`config.mk`:
```
export PLATFORM = sky130hd
export DESIGN_NAME = hci_h4_stream_deframer_core
export DESIGN_NICKNAME = d
export VERILOG_FILES = /design/src/hh4_pkg.sv /design/src/hh4_front.sv /design/src/hh4_fifo.sv /design/src/hh4_back.sv /design/src/hci_h4_stream_deframer_core.sv
export SDC_FILE = /design/constraint.sdc
export NUM_CORES = 1
export LEC_CHECK = 0
export BUFFER_PORTS_ARGS = -buffer_cell sky130_fd_sc_hd__buf_2
export CAP_MARGIN = 30
export CORE_UTILIZATION = 30
export DETAILED_ROUTE_END_ITERATION = 6
export HOLD_SLACK_MARGIN = 0.1
export PLACE_DENSITY = 0.46
export SYNTH_ARGS = -nofsm -noshare
export SYNTH_HDL_FRONTEND = slang
export SYNTH_HIERARCHICAL = 1
export SYNTH_SLANG_ARGS = --single-unit
```
`constraint.sdc`:
```
create_clock -name clk -period 25.7 [get_ports clk]
set_clock_uncertainty 0.15 [all_clocks]
set_input_delay 1.285 -clock clk [delete_from_list [all_inputs] [get_ports clk]]
set_output_delay 1.285 -clock clk [all_outputs]
set_load 0.05 [all_outputs]
```
`src/hh4_pkg.sv`:
```
`timescale 1ns / 1ps
// Shared types and constants of the H4 stream deframer.
// Depends on nothing; every module of the block refers to it by scoped names.
package hh4_pkg;

  localparam int HDR_BYTES   = 4;
  localparam int STORE_DEPTH = HDR_BYTES + 1;
  localparam int FIFO_AW     = 3;
  localparam int FIFO_DEPTH  = 1 << FIFO_AW;

  localparam logic [7:0]  TYPE_CMD = 8'd1;
  localparam logic [7:0]  TYPE_ACL = 8'd2;
  localparam logic [7:0]  TYPE_SCO = 8'd3;
  localparam logic [7:0]  TYPE_ISO = 8'd5;

  localparam logic [2:0]  HDR_LEN_CMD  = 3'd3;
  localparam logic [2:0]  HDR_LEN_ACL  = 3'd4;
  localparam logic [2:0]  HDR_LEN_SCO  = 3'd3;
  localparam logic [2:0]  HDR_LEN_ISO  = 3'd4;
  localparam logic [2:0]  HDR_LEN_NONE = 3'd0;

  localparam logic [15:0] ISO_LEN_MASK      = 16'h3FFF;
  localparam logic [15:0] MAX_PAYLOAD_RESET = 16'd1024;

  // One queue entry: a whole header burst or a single payload byte.
  typedef struct packed {
    logic [STORE_DEPTH-1:0][7:0] bytes;
    logic [2:0]                  nbytes;
    logic [2:0]                  ptype;
    logic                        first;
    logic                        last;
  } hh4_entry_t;

  function automatic logic [2:0] hdr_len_of(input logic [7:0] b);
    logic [2:0] n;
    unique case (b)
      TYPE_CMD: n = HDR_LEN_CMD;
      TYPE_ACL: n = HDR_LEN_ACL;
      TYPE_SCO: n = HDR_LEN_SCO;
      TYPE_ISO: n = HDR_LEN_ISO;
      default:  n = HDR_LEN_NONE;
    endcase
    if (32'(n) > HDR_BYTES) begin
      n = HDR_LEN_NONE;
    end
    return n;
  endfunction

endpackage

```
`src/hh4_front.sv`:
```
`timescale 1ns / 1ps
// Front end: hunts for type bytes, holds the header, checks the length and
// pushes header bursts and payload bytes into the queue. Uses hh4_pkg.
module hh4_front (
  input  logic               clk,
  input  logic               rst,
  input  logic               in_valid,
  output logic               in_ready,
  input  logic [7:0]         in_byte,
  input  logic               cfg_valid,
  output logic               cfg_ready,
  input  logic [15:0]        cfg_data,
  input  logic               q_full,
  output logic               q_push,
  output hh4_pkg::hh4_entry_t q_entry
);

  typedef enum logic [1:0] {
    PH_HUNT = 2'd0,
    PH_HDR  = 2'd1,
    PH_PAY  = 2'd2
  } phase_t;

  phase_t      phase, phase_next;
  logic [7:0]  store [hh4_pkg::STORE_DEPTH];
  logic [2:0]  count, count_next;
  logic [2:0]  size, size_next;
  logic [15:0] payload_left, payload_left_next;
  logic [15:0] max_payload;
  logic        accept;
  logic        size4;
  logic [2:0]  count_inc;
  logic [7:0]  len_lo;
  logic [7:0]  len_hi;
  logic [15:0] len;
  logic [2:0]  hlen;

  assign in_ready  = !q_full;
  assign cfg_ready = 1'b1;
  assign accept    = in_valid && in_ready;

  assign size4     = (size == hh4_pkg::HDR_LEN_ACL);
  assign count_inc = count + 3'd1;
  assign len_lo    = size4 ? store[3] : in_byte;
  assign len_hi    = size4 ? in_byte : 8'd0;
  assign hlen      = hh4_pkg::hdr_len_of(in_byte);

  always_comb begin
    unique case (store[0])
      hh4_pkg::TYPE_ACL: len = {len_hi, len_lo};
      hh4_pkg::TYPE_ISO: len = {len_hi, len_lo} & hh4_pkg::ISO_LEN_MASK;
      default:           len = {8'd0, len_lo};
    endcase
  end

  always_comb begin
    phase_next        = phase;
    count_next        = count;
    size_next         = size;
    payload_left_next = payload_left;
    q_push            = 1'b0;
    q_entry           = '0;
    q_entry.ptype     = store[0][2:0];
    if (accept) begin
      unique case (phase)
        PH_HDR: begin
          count_next = count_inc;
          if (count_inc == size + 3'd1) begin
            if (len > max_payload) begin
              phase_next = PH_HUNT;
              count_next = 3'd0;
            end else begin
              q_push           = 1'b1;
              q_entry.bytes[0] = store[0];
              q_entry.bytes[1] = store[1];
              q_entry.bytes[2] = store[2];
              q_entry.bytes[3] = size4 ? store[3] : in_byte;
              q_entry.bytes[4] = in_byte;
              q_entry.nbytes   = count_inc;
              q_entry.first    = 1'b1;
              q_entry.last     = (len == 16'd0);
              if (len == 16'd0) begin
                phase_next = PH_HUNT;
                count_next = 3'd0;
              end else begin
                phase_next        = PH_PAY;
                payload_left_next = len;
              end
            end
          end
        end
        PH_PAY: begin
          q_push            = 1'b1;
          q_entry.bytes[0]  = in_byte;
          q_entry.nbytes    = 3'd1;
          q_entry.last      = (payload_left <= 16'd1);
          payload_left_next = payload_left - 16'd1;
          if (payload_left <= 16'd1) begin
            phase_next        = PH_HUNT;
            count_next        = 3'd0;
            payload_left_next = 16'd0;
          end
        end
        default: begin
          phase_next = PH_HUNT;
          if (hlen != hh4_pkg::HDR_LEN_NONE) begin
            count_next = 3'd1;
            size_next  = hlen;
            phase_next = PH_HDR;
          end
        end
      endcase
    end
  end

  always_ff @(posedge clk) begin
    if (rst) begin
      phase        <= PH_HUNT;
      count        <= 3'd0;
      size         <= 3'd0;
      payload_left <= 16'd0;
      max_payload  <= hh4_pkg::MAX_PAYLOAD_RESET;
    end else begin
      phase        <= phase_next;
      count        <= count_next;
      size         <= size_next;
      payload_left <= payload_left_next;
      if (cfg_valid && cfg_ready) begin
        max_payload <= cfg_data;
      end
    end
  end

  // Hold the type byte and header bytes as they arrive.
  always_ff @(posedge clk) begin
    if (accept) begin
      if (phase == PH_HDR) begin
        if (32'(count) <= hh4_pkg::HDR_BYTES) begin
          store[count] <= in_byte;
        end
      end else if (phase != PH_PAY && hlen != hh4_pkg::HDR_LEN_NONE) begin
        store[0] <= in_byte;
      end
    end
  end

endmodule

```
`src/hh4_fifo.sv`:
```
`timescale 1ns / 1ps
// Short queue of header bursts and payload bytes between front and back end.
// Uses hh4_pkg for the entry type and depth.
module hh4_fifo (
  input  logic                clk,
  input  logic                rst,
  input  logic                push,
  input  hh4_pkg::hh4_entry_t wr_entry,
  output logic                full,
  input  logic                pop,
  output logic                not_empty,
  output hh4_pkg::hh4_entry_t rd_entry
);

  hh4_pkg::hh4_entry_t mem [hh4_pkg::FIFO_DEPTH];
  logic [hh4_pkg::FIFO_AW-1:0] wr_ptr;
  logic [hh4_pkg::FIFO_AW-1:0] rd_ptr;
  logic [hh4_pkg::FIFO_AW:0]   fill;
  logic                        do_push;
  logic                        do_pop;

  assign full      = (fill == (hh4_pkg::FIFO_AW + 1)'(hh4_pkg::FIFO_DEPTH));
  assign not_empty = (fill != '0);
  assign do_push   = push && !full;
  assign do_pop    = pop && not_empty;
  assign rd_entry  = mem[rd_ptr];

  always_ff @(posedge clk) begin
    if (rst) begin
      wr_ptr <= '0;
      rd_ptr <= '0;
      fill   <= '0;
    end else begin
      if (do_push) begin
        wr_ptr <= wr_ptr + 1'b1;
      end
      if (do_pop) begin
        rd_ptr <= rd_ptr + 1'b1;
      end
      if (do_push && !do_pop) begin
        fill <= fill + 1'b1;
      end else if (do_pop && !do_push) begin
        fill <= fill - 1'b1;
      end
    end
  end

  always_ff @(posedge clk) begin
    if (do_push) begin
      mem[wr_ptr] <= wr_entry;
    end
  end

endmodule

```
`src/hh4_back.sv`:
```
`timescale 1ns / 1ps
// Back end: walks each queue entry byte by byte into the output register.
// Uses hh4_pkg for the entry type.
module hh4_back (
  input  logic                clk,
  input  logic                rst,
  input  logic                q_valid,
  input  hh4_pkg::hh4_entry_t q_entry,
  output logic                q_pop,
  output logic                out_valid,
  input  logic                out_ready,
  output logic [7:0]          out_byte,
  output logic [3:0]          out_user,
  output logic                out_last
);

  logic [2:0] idx;
  logic       load;
  logic       final_byte;

  assign load       = q_valid && (!out_valid || out_ready);
  assign final_byte = (idx + 3'd1 == q_entry.nbytes);
  assign q_pop      = load && final_byte;

  always_ff @(posedge clk) begin
    if (rst) begin
      out_valid <= 1'b0;
      idx       <= 3'd0;
    end else begin
      if (load) begin
        out_valid <= 1'b1;
        idx       <= final_byte ? 3'd0 : idx + 3'd1;
      end else if (out_ready) begin
        out_valid <= 1'b0;
      end
    end
  end

  always_ff @(posedge clk) begin
    if (load) begin
      out_byte <= q_entry.bytes[idx];
      out_user <= {q_entry.first && (idx == 3'd0), q_entry.ptype};
      out_last <= q_entry.last && final_byte;
    end
  end

endmodule

```
`src/hci_h4_stream_deframer_core.sv`:
```
`timescale 1ns / 1ps
// Top level of the H4 stream deframer: front end, queue, back end.
// Depends on hh4_pkg, hh4_front, hh4_fifo and hh4_back.
//
//  channel  | direction | payload
//  s_axis   | in        | tdata[7:0] in_byte
//  m_axis   | out       | tdata[7:0] out_byte, tuser[2:0] pkt_type,
//           |           | tuser[3] frame_start, tlast frame_end
//  cfg      | in        | cfg_data[15:0] max_payload
//
// One input byte per cycle while the queue is not full; a header burst
// of four or five bytes leaves one byte per cycle while m_axis_tready is
// high; payload bytes fill the eight-entry queue, then the output register.
// Reset sets max_payload to 1024 and clears the front phase and queue.
// s_axis_tready drops only while the queue is full.
module hci_h4_stream_deframer_core (
  input  logic        clk,
  input  logic        rst,
  input  logic        s_axis_tvalid,
  output logic        s_axis_tready,
  input  logic [7:0]  s_axis_tdata,   // [7:0] in_byte
  output logic        m_axis_tvalid,
  input  logic        m_axis_tready,
  output logic [7:0]  m_axis_tdata,   // [7:0] out_byte
  output logic [3:0]  m_axis_tuser,   // [2:0] pkt_type, [3] frame_start
  output logic        m_axis_tlast,
  input  logic        cfg_valid,
  output logic        cfg_ready,
  input  logic [15:0] cfg_data        // [15:0] max_payload
);

  hh4_pkg::hh4_entry_t push_entry;
  hh4_pkg::hh4_entry_t head_entry;
  logic                push;
  logic                full;
  logic                pop;
  logic                not_empty;

  hh4_front u_front (
    .clk       (clk),
    .rst       (rst),
    .in_valid  (s_axis_tvalid),
    .in_ready  (s_axis_tready),
    .in_byte   (s_axis_tdata),
    .cfg_valid (cfg_valid),
    .cfg_ready (cfg_ready),
    .cfg_data  (cfg_data),
    .q_full    (full),
    .q_push    (push),
    .q_entry   (push_entry)
  );

  hh4_fifo u_fifo (
    .clk       (clk),
    .rst       (rst),
    .push      (push),
    .wr_entry  (push_entry),
    .full      (full),
    .pop       (pop),
    .not_empty (not_empty),
    .rd_entry  (head_entry)
  );

  hh4_back u_back (
    .clk       (clk),
    .rst       (rst),
    .q_valid   (not_empty),
    .q_entry   (head_entry),
    .q_pop     (pop),
    .out_valid (m_axis_tvalid),
    .out_ready (m_axis_tready),
    .out_byte  (m_axis_tdata),
    .out_user  (m_axis_tuser),
    .out_last  (m_axis_tlast)
  );

endmodule
```
==> run_results.csv, run 1 <==
group,metric,value,unit
timing,rsz0062_at_grt,"no",
timing,hold_viol,0,
hold_path,worstHoldPathType,"register to register",
clock_tree,cts_tree,"built",
route,first_pass_iters,5,
worst_setup_path,path_cells,"inv_1 > ha_1 > or4b_1 > nor3_1 > a21boi_0 > and2_1 > ha_1 > a21o_1 > a21o_1 > a2111o_1 > a211o_1 > a211oi_4 > buf_4 > nor2_1 > nor2_1 > nand2_1 > nor4_2 > buf_4",
yosys,yosysWarnings,6,
worst_setup_path,cp_top_family,"simple AND/OR/NAND/NOR gates",
clock_tree,post_cts_buffers,0,
floorplan,io_pins,45,
clock_tree,cts_resized,0,
cells_and_area,fillerInstances,6368,
timing,fin_crit_sh,26.4,%
worst_setup_path,startpoint_type,"register",
job,drv_cap,0,
yosys,yosysTopAreaCell,"edfxtp_1",
yosys,syn_inst,1194,
worst_setup_path,worstPathMaxFanout,44,
yosys,ys_ff_latch,485,
pwr,power.density,68.7,nW/um2
timing,max_slew_margin,31.6,%
cells_and_area,area_growth,14.1,%
floorplan,core,67400,um2
yosys,synth_area,20500,um2
yosys,synth_most_common_cell,"edfxtp_1",
cells_and_area,finalInstanceArea,23400,um2
clock_tree,hold_buffers,0,
route,route.detailed.drc,0,
yosys,ys_types,69,
yosys,synth_ff_type,"edfxtp_1",
timing,max_freq,147,MHz
yosys,synth-async-reset-ratio,0,%
timing,setup_tns,0,ps
clock_tree,cts_buffers,52,
clock_tree,clock-root-buffer,"clkbuf_16",
worst_setup_path,worst_setup_path_end_kind,"register",
worst_setup_path,path_class,"register to register",
pwr,p_clk_share,45.8,%
floorplan,fp.dieW,264,um
floorplan,die_h,264,um
cells_and_area,final_util,34.8,%
timing,hold_ws,328,ps
global_route,grt_pass1_vias,11300,
clock_tree,clkSinkCount,485,
pwr,p_leak,7.47,nW
pwr,internal_power,1.29,mW
clock_tree,clockBufferDepth,3,
clock_tree,clock_latency,590,ps
yosys,synth-edff-count,429,
global_route,grt_max_degree,49,
cells_and_area,final_nets,1317,
pwr,vdd.ir_drop.worst,0.0420,mV
worst_setup_path,arrival,6860,ps
status,status,"finished, final reports clean",
global_route,grt_antenna_before_repair,0,
yosys,synthTopCellsByArea,"edfxtp_1 (63%), mux4_2 (11%), dfxtp_1 (5.5%)",
timing,final_max_slew_viol_count,0,
placement,dpl-instance-area,21700,um2
yosys,synth_common_cells,"edfxtp_1 (429), mux4_2 (101), nor2_1 (80)",
placement,place_congestion,0.793,
worst_setup_path,worstPathRequired,25760,ps
placement,dpl.hpwl,30700,um
floorplan,initial_core_util,30.5,%
yosys,syn_nets,1256,
route,avgRoutedWirePerCell,22.9,um
global_route,grt_usage,14.5,%
yosys,yosysSeqAreaShare,68.2,%
worst_setup_path,path_buf_inv,3,
route,routed_wl,49800,um
route,ant_nets,0,
timing,worstMarginPinSlew,1020,ps
worst_setup_path,crit_slowest_cell,"buf_4",
cells_and_area,drive_gt1_share,24.5,%
yosys,synth_top_cell_area_share,62.7,%
pwr,switching_share,19.7,%
clock_tree,path_clk_slew,60,ps
pwr,p_comb_share,1.5,%
clock_tree,h-tree-depth,2,
worst_setup_path,cp_slowest_stage_delay,770,ps
placement,io_buffers,43,
global_route,grt_overflow,0,
timing,finalCriticalPeriod,6790,ps
route,dr_total_vias,10800,
yosys,avgSynthCellArea,17.2,um2
floorplan,row_count,95,
floorplan,die-area,69500,um2
pwr,seq_power_share,52.7,%
route,routed_via_density,4.96,
route,drt_iter0_drc,727,
global_route,grt_pass1_wl,74700,um
timing,setup-violations-final,0,
pwr,switching_power,0.317,mW
worst register-to-register path, stage by stage (launching register included):
cell and delay [ps]:
dfxtp_1 340, inv_1 60, ha_1 490, or4b_1 510, nor3_1 280, a21boi_0 610
and2_1 220, ha_1 240, a21o_1 180, a21o_1 170, a2111o_1 400, a211o_1 360
a211oi_4 210, buf_4 360, nor2_1 120, nor2_1 160, nand2_1 220, nor4_2 540
buf_4 770
flip-flops by register name (all words and copies together), names as in the netlist, 2 cells and up, named ones only:
name,flops
u_back/idx,3
u_back/out_byte,8
u_back/out_user,4
u_fifo/fill,4
u_fifo/mem,384
u_fifo/rd_ptr,3
u_fifo/wr_ptr,3
u_front/count,3
u_front/max_payload,16
u_front/payload_left,16
u_front/phase,2
u_front/size,2
u_front/store,32
cells by family (layout without fill, tap and decap cells):
kind of cell    after synthesis  after routing  synth area share (%)
simple gates                249            249                  6.03
xor+xnor                     16             16                 0.719
compound gates              114            114                  4.07
other cells                   2              3                0.0366
fa+ha+maj                    33             33                  2.05
flops                       485            485                  68.2
buf+inv                     118            220                  2.85
mux                         177            177                  16.0
placed cells by master, fill, tap and decap left out, types with 18 or more instances in the layout:
cell type,n
a21oi_1,30
clkinv_1,18
dfxtp_1,53
and3_1,29
buf_4,26
clkbuf_16,52
mux4_2,101
nand2_1,52
edfxtp_1,429
inv_1,51
nor2_1,77
buf_2,44
ha_1,32
mux2_4,40
mux2i_1,24
power by group through the flow:
stage | clock network (mW) | logic (mW) | registers [mW]
after CTS | 0.761 | 0.0237 | 0.848
after global routing | 0.792 | 0.0257 | 0.848
after detailed placement | 0 | 0.0236 | 0.865
after floorplan | 0 | 0.0131 | 0.865
final | 0.737 | 0.0234 | 0.849
after global placement | 0 | 0.0233 | 0.865
worst paths after layout:
path,startpoint,to,slack [ps],cells past startpoint
setup reg to reg,u_front/size[1],u_fifo/mem[0][10],18910,18
hold reg to reg,u_front/size[2],u_front/size[2],330,2
setup / recovery,u_front/size[1],u_fifo/mem[0][10],18910,18
hold / removal,u_front/size[2],u_front/size[2],330,2
area by class of cell:
cell class                      instances  area, um2  share of cell area (%)
Sequential cell                       485      14000                    59.8
Clock buffer                           63       1370                    5.86
Timing Repair Buffer                   70        415                    1.77
Multi-Input combinational cell        591       6030                    25.7
Tap cell                              873       1090                    4.66
Inverter                               55        206                   0.881
Clock inverter                         32        304                    1.30
Antenna cell                            1       2.50                  0.0107
per-layer routing:
| layer | vias to the layer above | track usage (%) | routed length (um) |
|---|---|---|---|
| met1 | 5595 | 20.0 | 22800 |
| met3 | 73 | 2.16 | 2200 |
| met5 | - | 0 | 0 |
| met4 | 0 | 4.09 | 1050 |
| met2 | 263 | 23.7 | 23700 |
| li1 | 4825 | - | - |
stage by stage:
stage               std cells  worst slack [ps]  power [mW]
floorplan                1194             16740       0.878
global placement         2070             19080       0.888
detailed placement       2073             18880       0.889
CTS                      2168             18860        1.63
global route             2169             18470        1.67
finish                   2170             18910        1.61
No activity file was read; power rests on OpenSTA's default activity.
==> run 2: changes to the inputs <==
--- a/config.mk
+++ b/config.mk
@@ -5,12 +5,13 @@
 export SDC_FILE = /design/constraint.sdc
 export NUM_CORES = 1
 export LEC_CHECK = 0
+export ABC_AREA = 1
 export BUFFER_PORTS_ARGS = -buffer_cell sky130_fd_sc_hd__buf_2
 export CAP_MARGIN = 30
 export CORE_UTILIZATION = 30
 export DETAILED_ROUTE_END_ITERATION = 6
 export HOLD_SLACK_MARGIN = 0.1
-export PLACE_DENSITY = 0.46
+export PLACE_DENSITY = 0.48
 export SYNTH_ARGS = -nofsm -noshare
 export SYNTH_HDL_FRONTEND = slang
 export SYNTH_HIERARCHICAL = 1
==> constraint.sdc (replaced) <==
create_clock -name clk -period 6.1 [get_ports clk]
set_clock_uncertainty 0.15 [all_clocks]
set_input_delay 0.305 -clock clk [delete_from_list [all_inputs] [get_ports clk]]
set_output_delay 0.305 -clock clk [all_outputs]
set_load 0.05 [all_outputs]
==> run_results.csv, run 2 <==
group,metric,value,unit
yosys,yosysSeqAreaShare,65.4,%
floorplan,die-area,72400,um2
yosys,yosysTopAreaCell,"edfxtp_1",
timing,worstMarginPinSlew,961,ps
yosys,ys_ff_latch,485,
hold_path,worstHoldPathType,"input pin to register",
worst_setup_path,reg2reg_slack,920,ps
route,dr_total_vias,14700,
placement,dpl.hpwl,35000,um
global_route,grt_overflow,0,
cells_and_area,insertedDiodeCount,0,
cells_and_area,layout_commonest_cell,"edfxtp_1",
clock_tree,h-tree-depth,2,
pwr,p_leak,9.32,nW
yosys,synth-edff-count,429,
timing,finalCriticalPeriod,5180,ps
route,first_pass_iters,6,
global_route,grt_pass1_vias,14100,
global_route,grt_pass1_wl,87300,um
worst_setup_path,arrival,5300,ps
timing,setup_tns,0,ps
timing,fin_crit_sh,85.0,%
yosys,syn_inst,2071,
yosys,syn_nets,2133,
floorplan,core,70300,um2
timing,setup-violations-final,0,
global_route,grt_antenna_before_repair,0,
yosys,synth_area,21400,um2
worst_setup_path,crit_slowest_cell,"nor2_4",
cells_and_area,final_cell_mix,"edfxtp_1 (429), nor2_1 (407), nand2_1 (332)",
clock_tree,clockBufferDepth,3,
clock_tree,path_clk_slew,60,ps
status,status,"finished, final reports clean",
clock_tree,post_cts_buffers,0,
yosys,synth_common_cells,"edfxtp_1 (429), nor2_1 (415), nand2_1 (332)",
timing,hold_viol,0,
cells_and_area,finalInstanceArea,24500,um2
worst_setup_path,cp_slowest_stage_delay,700,ps
worst_setup_path,cpMostUsedCell,"nand2_1",
pwr,power.density,325,nW/um2
worst_setup_path,startpoint_type,"register",
worst_setup_path,path_class,"register to register",
global_route,grt_usage,15.5,%
floorplan,die_h,269,um
timing,hold_ws,220,ps
timing,final_max_slew_viol_count,0,
yosys,synthTopCellsByArea,"edfxtp_1 (60%), nor2_1 (7.3%), nand2_1 (5.8%)",
route,route.detailed.drc,0,
route,routed_wl,57100,um
cells_and_area,drive_gt1_share,9.00,%
worst_setup_path,path_cells,"inv_1 > ha_1 > inv_2 > nor3_1 > ha_1 > a21oi_1 > o21ai_0 > nor2_1 > nand2_1 > a21oi_2 > nand2_1 > nand2_1 > inv_1 > nor2_1 > nand3_1 > nor2_4 > buf_4",
clock_tree,clock_latency,620,ps
worst_setup_path,worstPathMaxFanout,21,
route,routed_via_density,4.74,
worst_setup_path,worstPathRequired,6220,ps
yosys,synth-async-reset-ratio,0,%
timing,max_freq,193,MHz
floorplan,io_pins,45,
route,drt_iter0_drc,1142,
global_route,grt_max_degree,78,
cells_and_area,largest_reg_flops,384,
yosys,ys_types,40,
route,ant_nets,0,
clock_tree,cts_buffers,53,
clock_tree,clkSinkCount,485,
yosys,yosysWarnings,6,
route,avgRoutedWirePerCell,18.4,um
floorplan,row_count,97,
floorplan,initial_core_util,30.5,%
job,drv_cap,0,
yosys,synth_top_cell_area_share,60.2,%
placement,place_congestion,0.840,
cells_and_area,layout_top_registers,"u_fifo/mem x384, u_front/store x32",
cells_and_area,top_register,"u_fifo/mem",
timing,rsz0062_at_grt,"no",
yosys,avgSynthCellArea,10.3,um2
yosys,synth_most_common_cell,"edfxtp_1",
placement,io_buffers,43,
clock_tree,cts_tree,"built",
worst_setup_path,worst_setup_path_end_kind,"register",
yosys,synth_ff_type,"edfxtp_1",
pwr,vdd.ir_drop.worst,0.227,mV
cells_and_area,final_nets,2185,
placement,dpl-instance-area,22400,um2
clock_tree,clock-root-buffer,"clkbuf_16",
floorplan,fp.dieW,269,um
cells_and_area,area_growth,14.4,%
timing,max_slew_margin,36.0,%
==> run 2: cell types whose count changed after synthesis, moves of 15 or more <==
cell      previous run  this run
o21ai_0              7       166
mux2i_1             24         0
nor2_1              80       415
clkbuf_1            34        49
a21oi_1             30        63
nand3_1             12        69
mux4_2             101         0
inv_1               51       149
and3_1              29         0
o21ai_1             11       166
mux2_4              40         0
o22ai_1              0        15
nand2_1             52       332
buf_6                3        28
==> run 2: logic make-up (layout without fill, tap and decap cells) <==
logic type | count (synthesis) | count (layout) | synth area share [%]
compound gates | 419 | 419 | 10.0
buf+inv | 261 | 357 | 5.95
xor+xnor | 16 | 16 | 0.654
other cells | 2 | 2 | 0.0351
flops | 485 | 485 | 65.4
fa+ha+maj | 33 | 33 | 1.96
simple gates | 855 | 855 | 16.0
==> run 2: final cells by class <==
cell class	instances	area, um2
well taps	940	1180
inverters	154	586
repair buffers	104	812
clock inverters	38	365
fillers	7008	45800
flip-flops and latches	485	14000
clock buffers	61	1360
multi-input cells	1325	6190
==> run 2: worst max-delay path: cells and delay by family, from the launching register on <==
kind,cells,cell delay (ps)
AND/OR/NAND/NOR,8,2000
buffers and inverters,4,810
AO/OA/AOI/OAI,3,550
flip-flops,1,330
adder cells (fa/ha/maj),2,970
==> run 2: what timing repair did <==
action,CTS,global route
endpoints found under the hold margin,57,0
resized for setup,0,0
hold buffers,31,0
==> run 2: per-layer routing <==
layer | track usage (%) | up-vias | wire length (um)
li1 | - | 7134 | -
met1 | 22.0 | 7166 | 26800
met2 | 24.7 | 363 | 26400
met3 | 2.07 | 76 | 2680
met4 | 4.18 | 0 | 1110
met5 | 0 | - | 0
==> run 2: metrics by stage <==
step	utilization [%]	setup WS, ps	power (mW)	instances
2_1_floorplan	-	948	4.56	2071
3_3_place_gp	31.9	1120	4.84	2973
3_5_place_dp	31.9	923	4.85	2976
4_1_cts	34.8	901	8.07	3106
5_1_grt	34.9	574	8.31	3107
6_report	34.9	917	7.98	3107
==> run 2: path summary, 6_finish.rpt <==
kind              cells after the start             from                      end
setup / recovery                     17  u_front/size[1]        u_fifo/mem[7][13]
hold reg to reg                       2  u_front/size[2]          u_front/size[2]
hold / removal                        3        cfg_valid  u_front/max_payload[11]
setup reg to reg                     17  u_front/size[1]        u_fifo/mem[7][13]
==> run 2: where the power goes <==
part	internal (mW)	switching, mW
Sequential	3.71	0.0486
Clock	1.79	1.39
Combinational	0.297	0.732
==> run 3: changes to the inputs <==
--- a/config.mk
+++ b/config.mk
@@ -5,13 +5,13 @@
 export SDC_FILE = /design/constraint.sdc
 export NUM_CORES = 1
 export LEC_CHECK = 0
-export ABC_AREA = 1
+export ABC_AREA = 0
 export BUFFER_PORTS_ARGS = -buffer_cell sky130_fd_sc_hd__buf_2
 export CAP_MARGIN = 30
 export CORE_UTILIZATION = 30
 export DETAILED_ROUTE_END_ITERATION = 6
 export HOLD_SLACK_MARGIN = 0.1
-export PLACE_DENSITY = 0.48
+export PLACE_DENSITY = 0.46
 export SYNTH_ARGS = -nofsm -noshare
 export SYNTH_HDL_FRONTEND = slang
 export SYNTH_HIERARCHICAL = 1
==> constraint.sdc (replaced) <==
create_clock -name clk -period 4.8 [get_ports clk]
set_clock_uncertainty 0.15 [all_clocks]
set_input_delay 0.24 -clock clk [delete_from_list [all_inputs] [get_ports clk]]
set_output_delay 0.24 -clock clk [all_outputs]
set_load 0.05 [all_outputs]
==> run_results.csv, run 3 (synthesis gave the netlist of run 1 again) <==
group,metric,value,unit
status,status,"finished, violations left",
status,violations,"negative setup slack",
cells_and_area,final_cell_mix,"edfxtp_1 (429), mux4_2 (101), nor2_1 (73)",
placement,dpl.hpwl,32400,um
timing,final_max_slew_viol_count,0,
worst_setup_path,startpoint_type,"register",
route,routed_wl,54200,um
pwr,p_leak,8.22,nW
worst_setup_path,worstPathMaxFanout,4,
cells_and_area,final_cells,2295,
timing,hold_ws,211,ps
route,met1_length,24700,um
route,ant_nets,0,
global_route,grt_pass1_vias,11800,
timing,max_freq,203,MHz
cells_and_area,largest_reg_flops,384,
route,first_pass_iters,4,
cells_and_area,fillerInstances,6247,
placement,io_buffers,43,
timing,setup-violations-final,1,
pwr,vdd.ir_drop.worst,0.230,mV
global_route,grt_antenna_before_repair,1,
clock_tree,clock_latency,600,ps
timing,finalCriticalPeriod,4940,ps
timing,rsz0062_at_grt,"yes",
worst_setup_path,path_class,"register to register",
job,drv_cap,0,
route,route.detailed.drc,0,
cells_and_area,drive_gt1_share,30.3,%
worst_setup_path,crit_start,"u_front/store[0][3]",
worst_setup_path,worstRegToRegCells,21,
floorplan,core,67400,um2
timing,setup_ws,-138,ps
timing,max_slew_margin,29.1,%
pwr,seq_power_share,53.3,%
clock_tree,cts_tree,"built",
cells_and_area,layout_top_registers,"u_fifo/mem x384, u_front/store x32",
route,avgRoutedWirePerCell,23.6,um
global_route,grt_overflow,0,
pwr,internal_power,6.84,mW
floorplan,io_pins,45,
clock_tree,path_clk_slew,60,ps
worst_setup_path,worstPathRequired,5110,ps
floorplan,initial_core_util,30.5,%
worst_setup_path,r2r-end,"u_fifo/fill[3]",
placement,place_congestion,0.805,
worst_setup_path,path_depth,21,
worst_setup_path,cp_top_family,"compound AO/OA/AOI/OAI gates",
pwr,p_clk_share,44.7,%
hold_path,hp-start,"rst",
global_route,grt_usage,14.9,%
pwr,switching_power,1.69,mW
clock_tree,cts_buffers,52,
cells_and_area,top_register,"u_fifo/mem",
cells_and_area,final_nets,1448,
timing,worstMarginPinSlew,1050,ps
worst_setup_path,crit_slowest_cell,"or4b_4",
timing,fin_crit_sh,103,%
worst_setup_path,crit_end,"u_fifo/fill[3]",
clock_tree,clkSinkCount,485,
route,drt_iter0_drc,786,
route,dr_total_vias,11400,
global_route,grt_pass1_wl,77200,um
placement,dpl-instance-area,22400,um2
route,top_layer,"met5",
clock_tree,clockBufferDepth,3,
pwr,power.density,338,nW/um2
route,wl_met3,2490,um
route,routed_via_density,4.96,
pwr,p_comb_share,2.0,%
worst_setup_path,r2r-start,"u_front/store[0][3]",
placement,post-place-cells,2132,
clock_tree,clock-root-buffer,"clkbuf_16",
floorplan,die_h,264,um
worst_setup_path,worst_setup_path_end_kind,"register",
floorplan,die-area,69500,um2
route,wl_met2,25900,um
cells_and_area,finalInstanceArea,25200,um2
worst_setup_path,cp_slowest_stage_delay,570,ps
worst_setup_path,reg2reg_slack,-140,ps
cells_and_area,insertedDiodeCount,0,
worst_setup_path,arrival,5250,ps
placement,place_ws,-191,ps
floorplan,row_count,95,
worst_setup_path,path_buf_inv,2,
pwr,switching_share,19.8,%
cells_and_area,area_growth,22.9,%
worst_setup_path,path_cells,"or4b_4 > nor3_4 > a21boi_4 > and2_4 > ha_4 > a21o_1 > a21o_1 > a2111o_1 > a211o_1 > a211oi_4 > nor2_2 > nor2_2 > nand2_2 > inv_2 > ha_4 > inv_6 > ha_4 > nand3_4 > a211oi_4 > a31oi_4 > mux2_4",
timing,hold_viol,0,
worst_setup_path,cpMostUsedCell,"ha_4",
clock_tree,h-tree-depth,2,
global_route,grt_max_degree,53,
cells_and_area,layout_commonest_cell,"edfxtp_1",
floorplan,fp.dieW,264,um
hold_path,worstHoldPathType,"input pin to register",
-- run 3: metal layers --
metal	vias up	global-route usage, %
met3	75	2.54
met1	5957	20.4
met5	-	0
li1	5085	-
met4	2	4.27
met2	256	24.4
-- run 3: power groups by stage --
stage | Clock (mW) | Sequential [mW] | Combinational, mW
floorplan | 0 | 4.63 | 0.0704
global placement | 0 | 4.63 | 0.138
detailed placement | 0 | 4.63 | 0.139
CTS | 3.93 | 4.54 | 0.171
global route | 4.09 | 4.54 | 0.191
finish | 3.81 | 4.54 | 0.174
-- run 3: worst min-delay path by stage --
stage                             endpoint  slack, ps  cells past startpoint
after floorplan              u_back/idx[2]        160                      1
after global placement            register        310                      2
after detailed placement          register        310                      2
after CTS                   u_fifo/fill[2]        190                      3
after global routing      u_fifo/rd_ptr[0]        240                      3
final                     u_fifo/rd_ptr[0]        210                      3
-- run 3: timing repair --
action                                  CTS  global route
endpoints found under the hold margin    57             0
endpoints found under the setup margin   68           402
pin swaps                                11            21
gates resized for setup                  14            32
hold buffers                             43             0
cloned                                    0            20
buffers inserted                          3            10
-- run 3: layout make-up --
| cell class | count | area [um2] | share of cell area, % |
|---|---|---|---|
| sequential | 485 | 14000 | 55.6 |
| multi-input combinational | 591 | 6270 | 24.9 |
| timing repair buffer | 201 | 2050 | 8.11 |
| clock buffer | 64 | 1380 | 5.46 |
| tap | 873 | 1090 | 4.33 |
| clock inverter | 26 | 211 | 0.838 |
| inverter | 55 | 211 | 0.838 |
-- run 3: per-stage QoR --
stage	util (%)	setup TNS [ps]	total power, mW
global placement	33.3	-177	4.77
finish	37.4	-138	8.53
detailed placement	33.3	-1160	4.77
CTS	36.5	-67.4	8.64
floorplan	-	-162990	4.70
global route	37.4	-9590	8.82
-- run 3: worst register-to-register path, cell delays in order (launching register included) --
cell      delay [ps]
edfxtp_1         410
or4b_4           570
nor3_4           210
a21boi_4         260
and2_4           180
ha_4             190
a21o_1           150
a21o_1           140
a2111o_1         350
a211o_1          300
a211oi_4         280
nor2_2            80
nor2_2           160
nand2_2           70
inv_2             80
ha_4             160
inv_6             50
ha_4             290
nand3_4           90
a211oi_4         260
a31oi_4           50
mux2_4           300
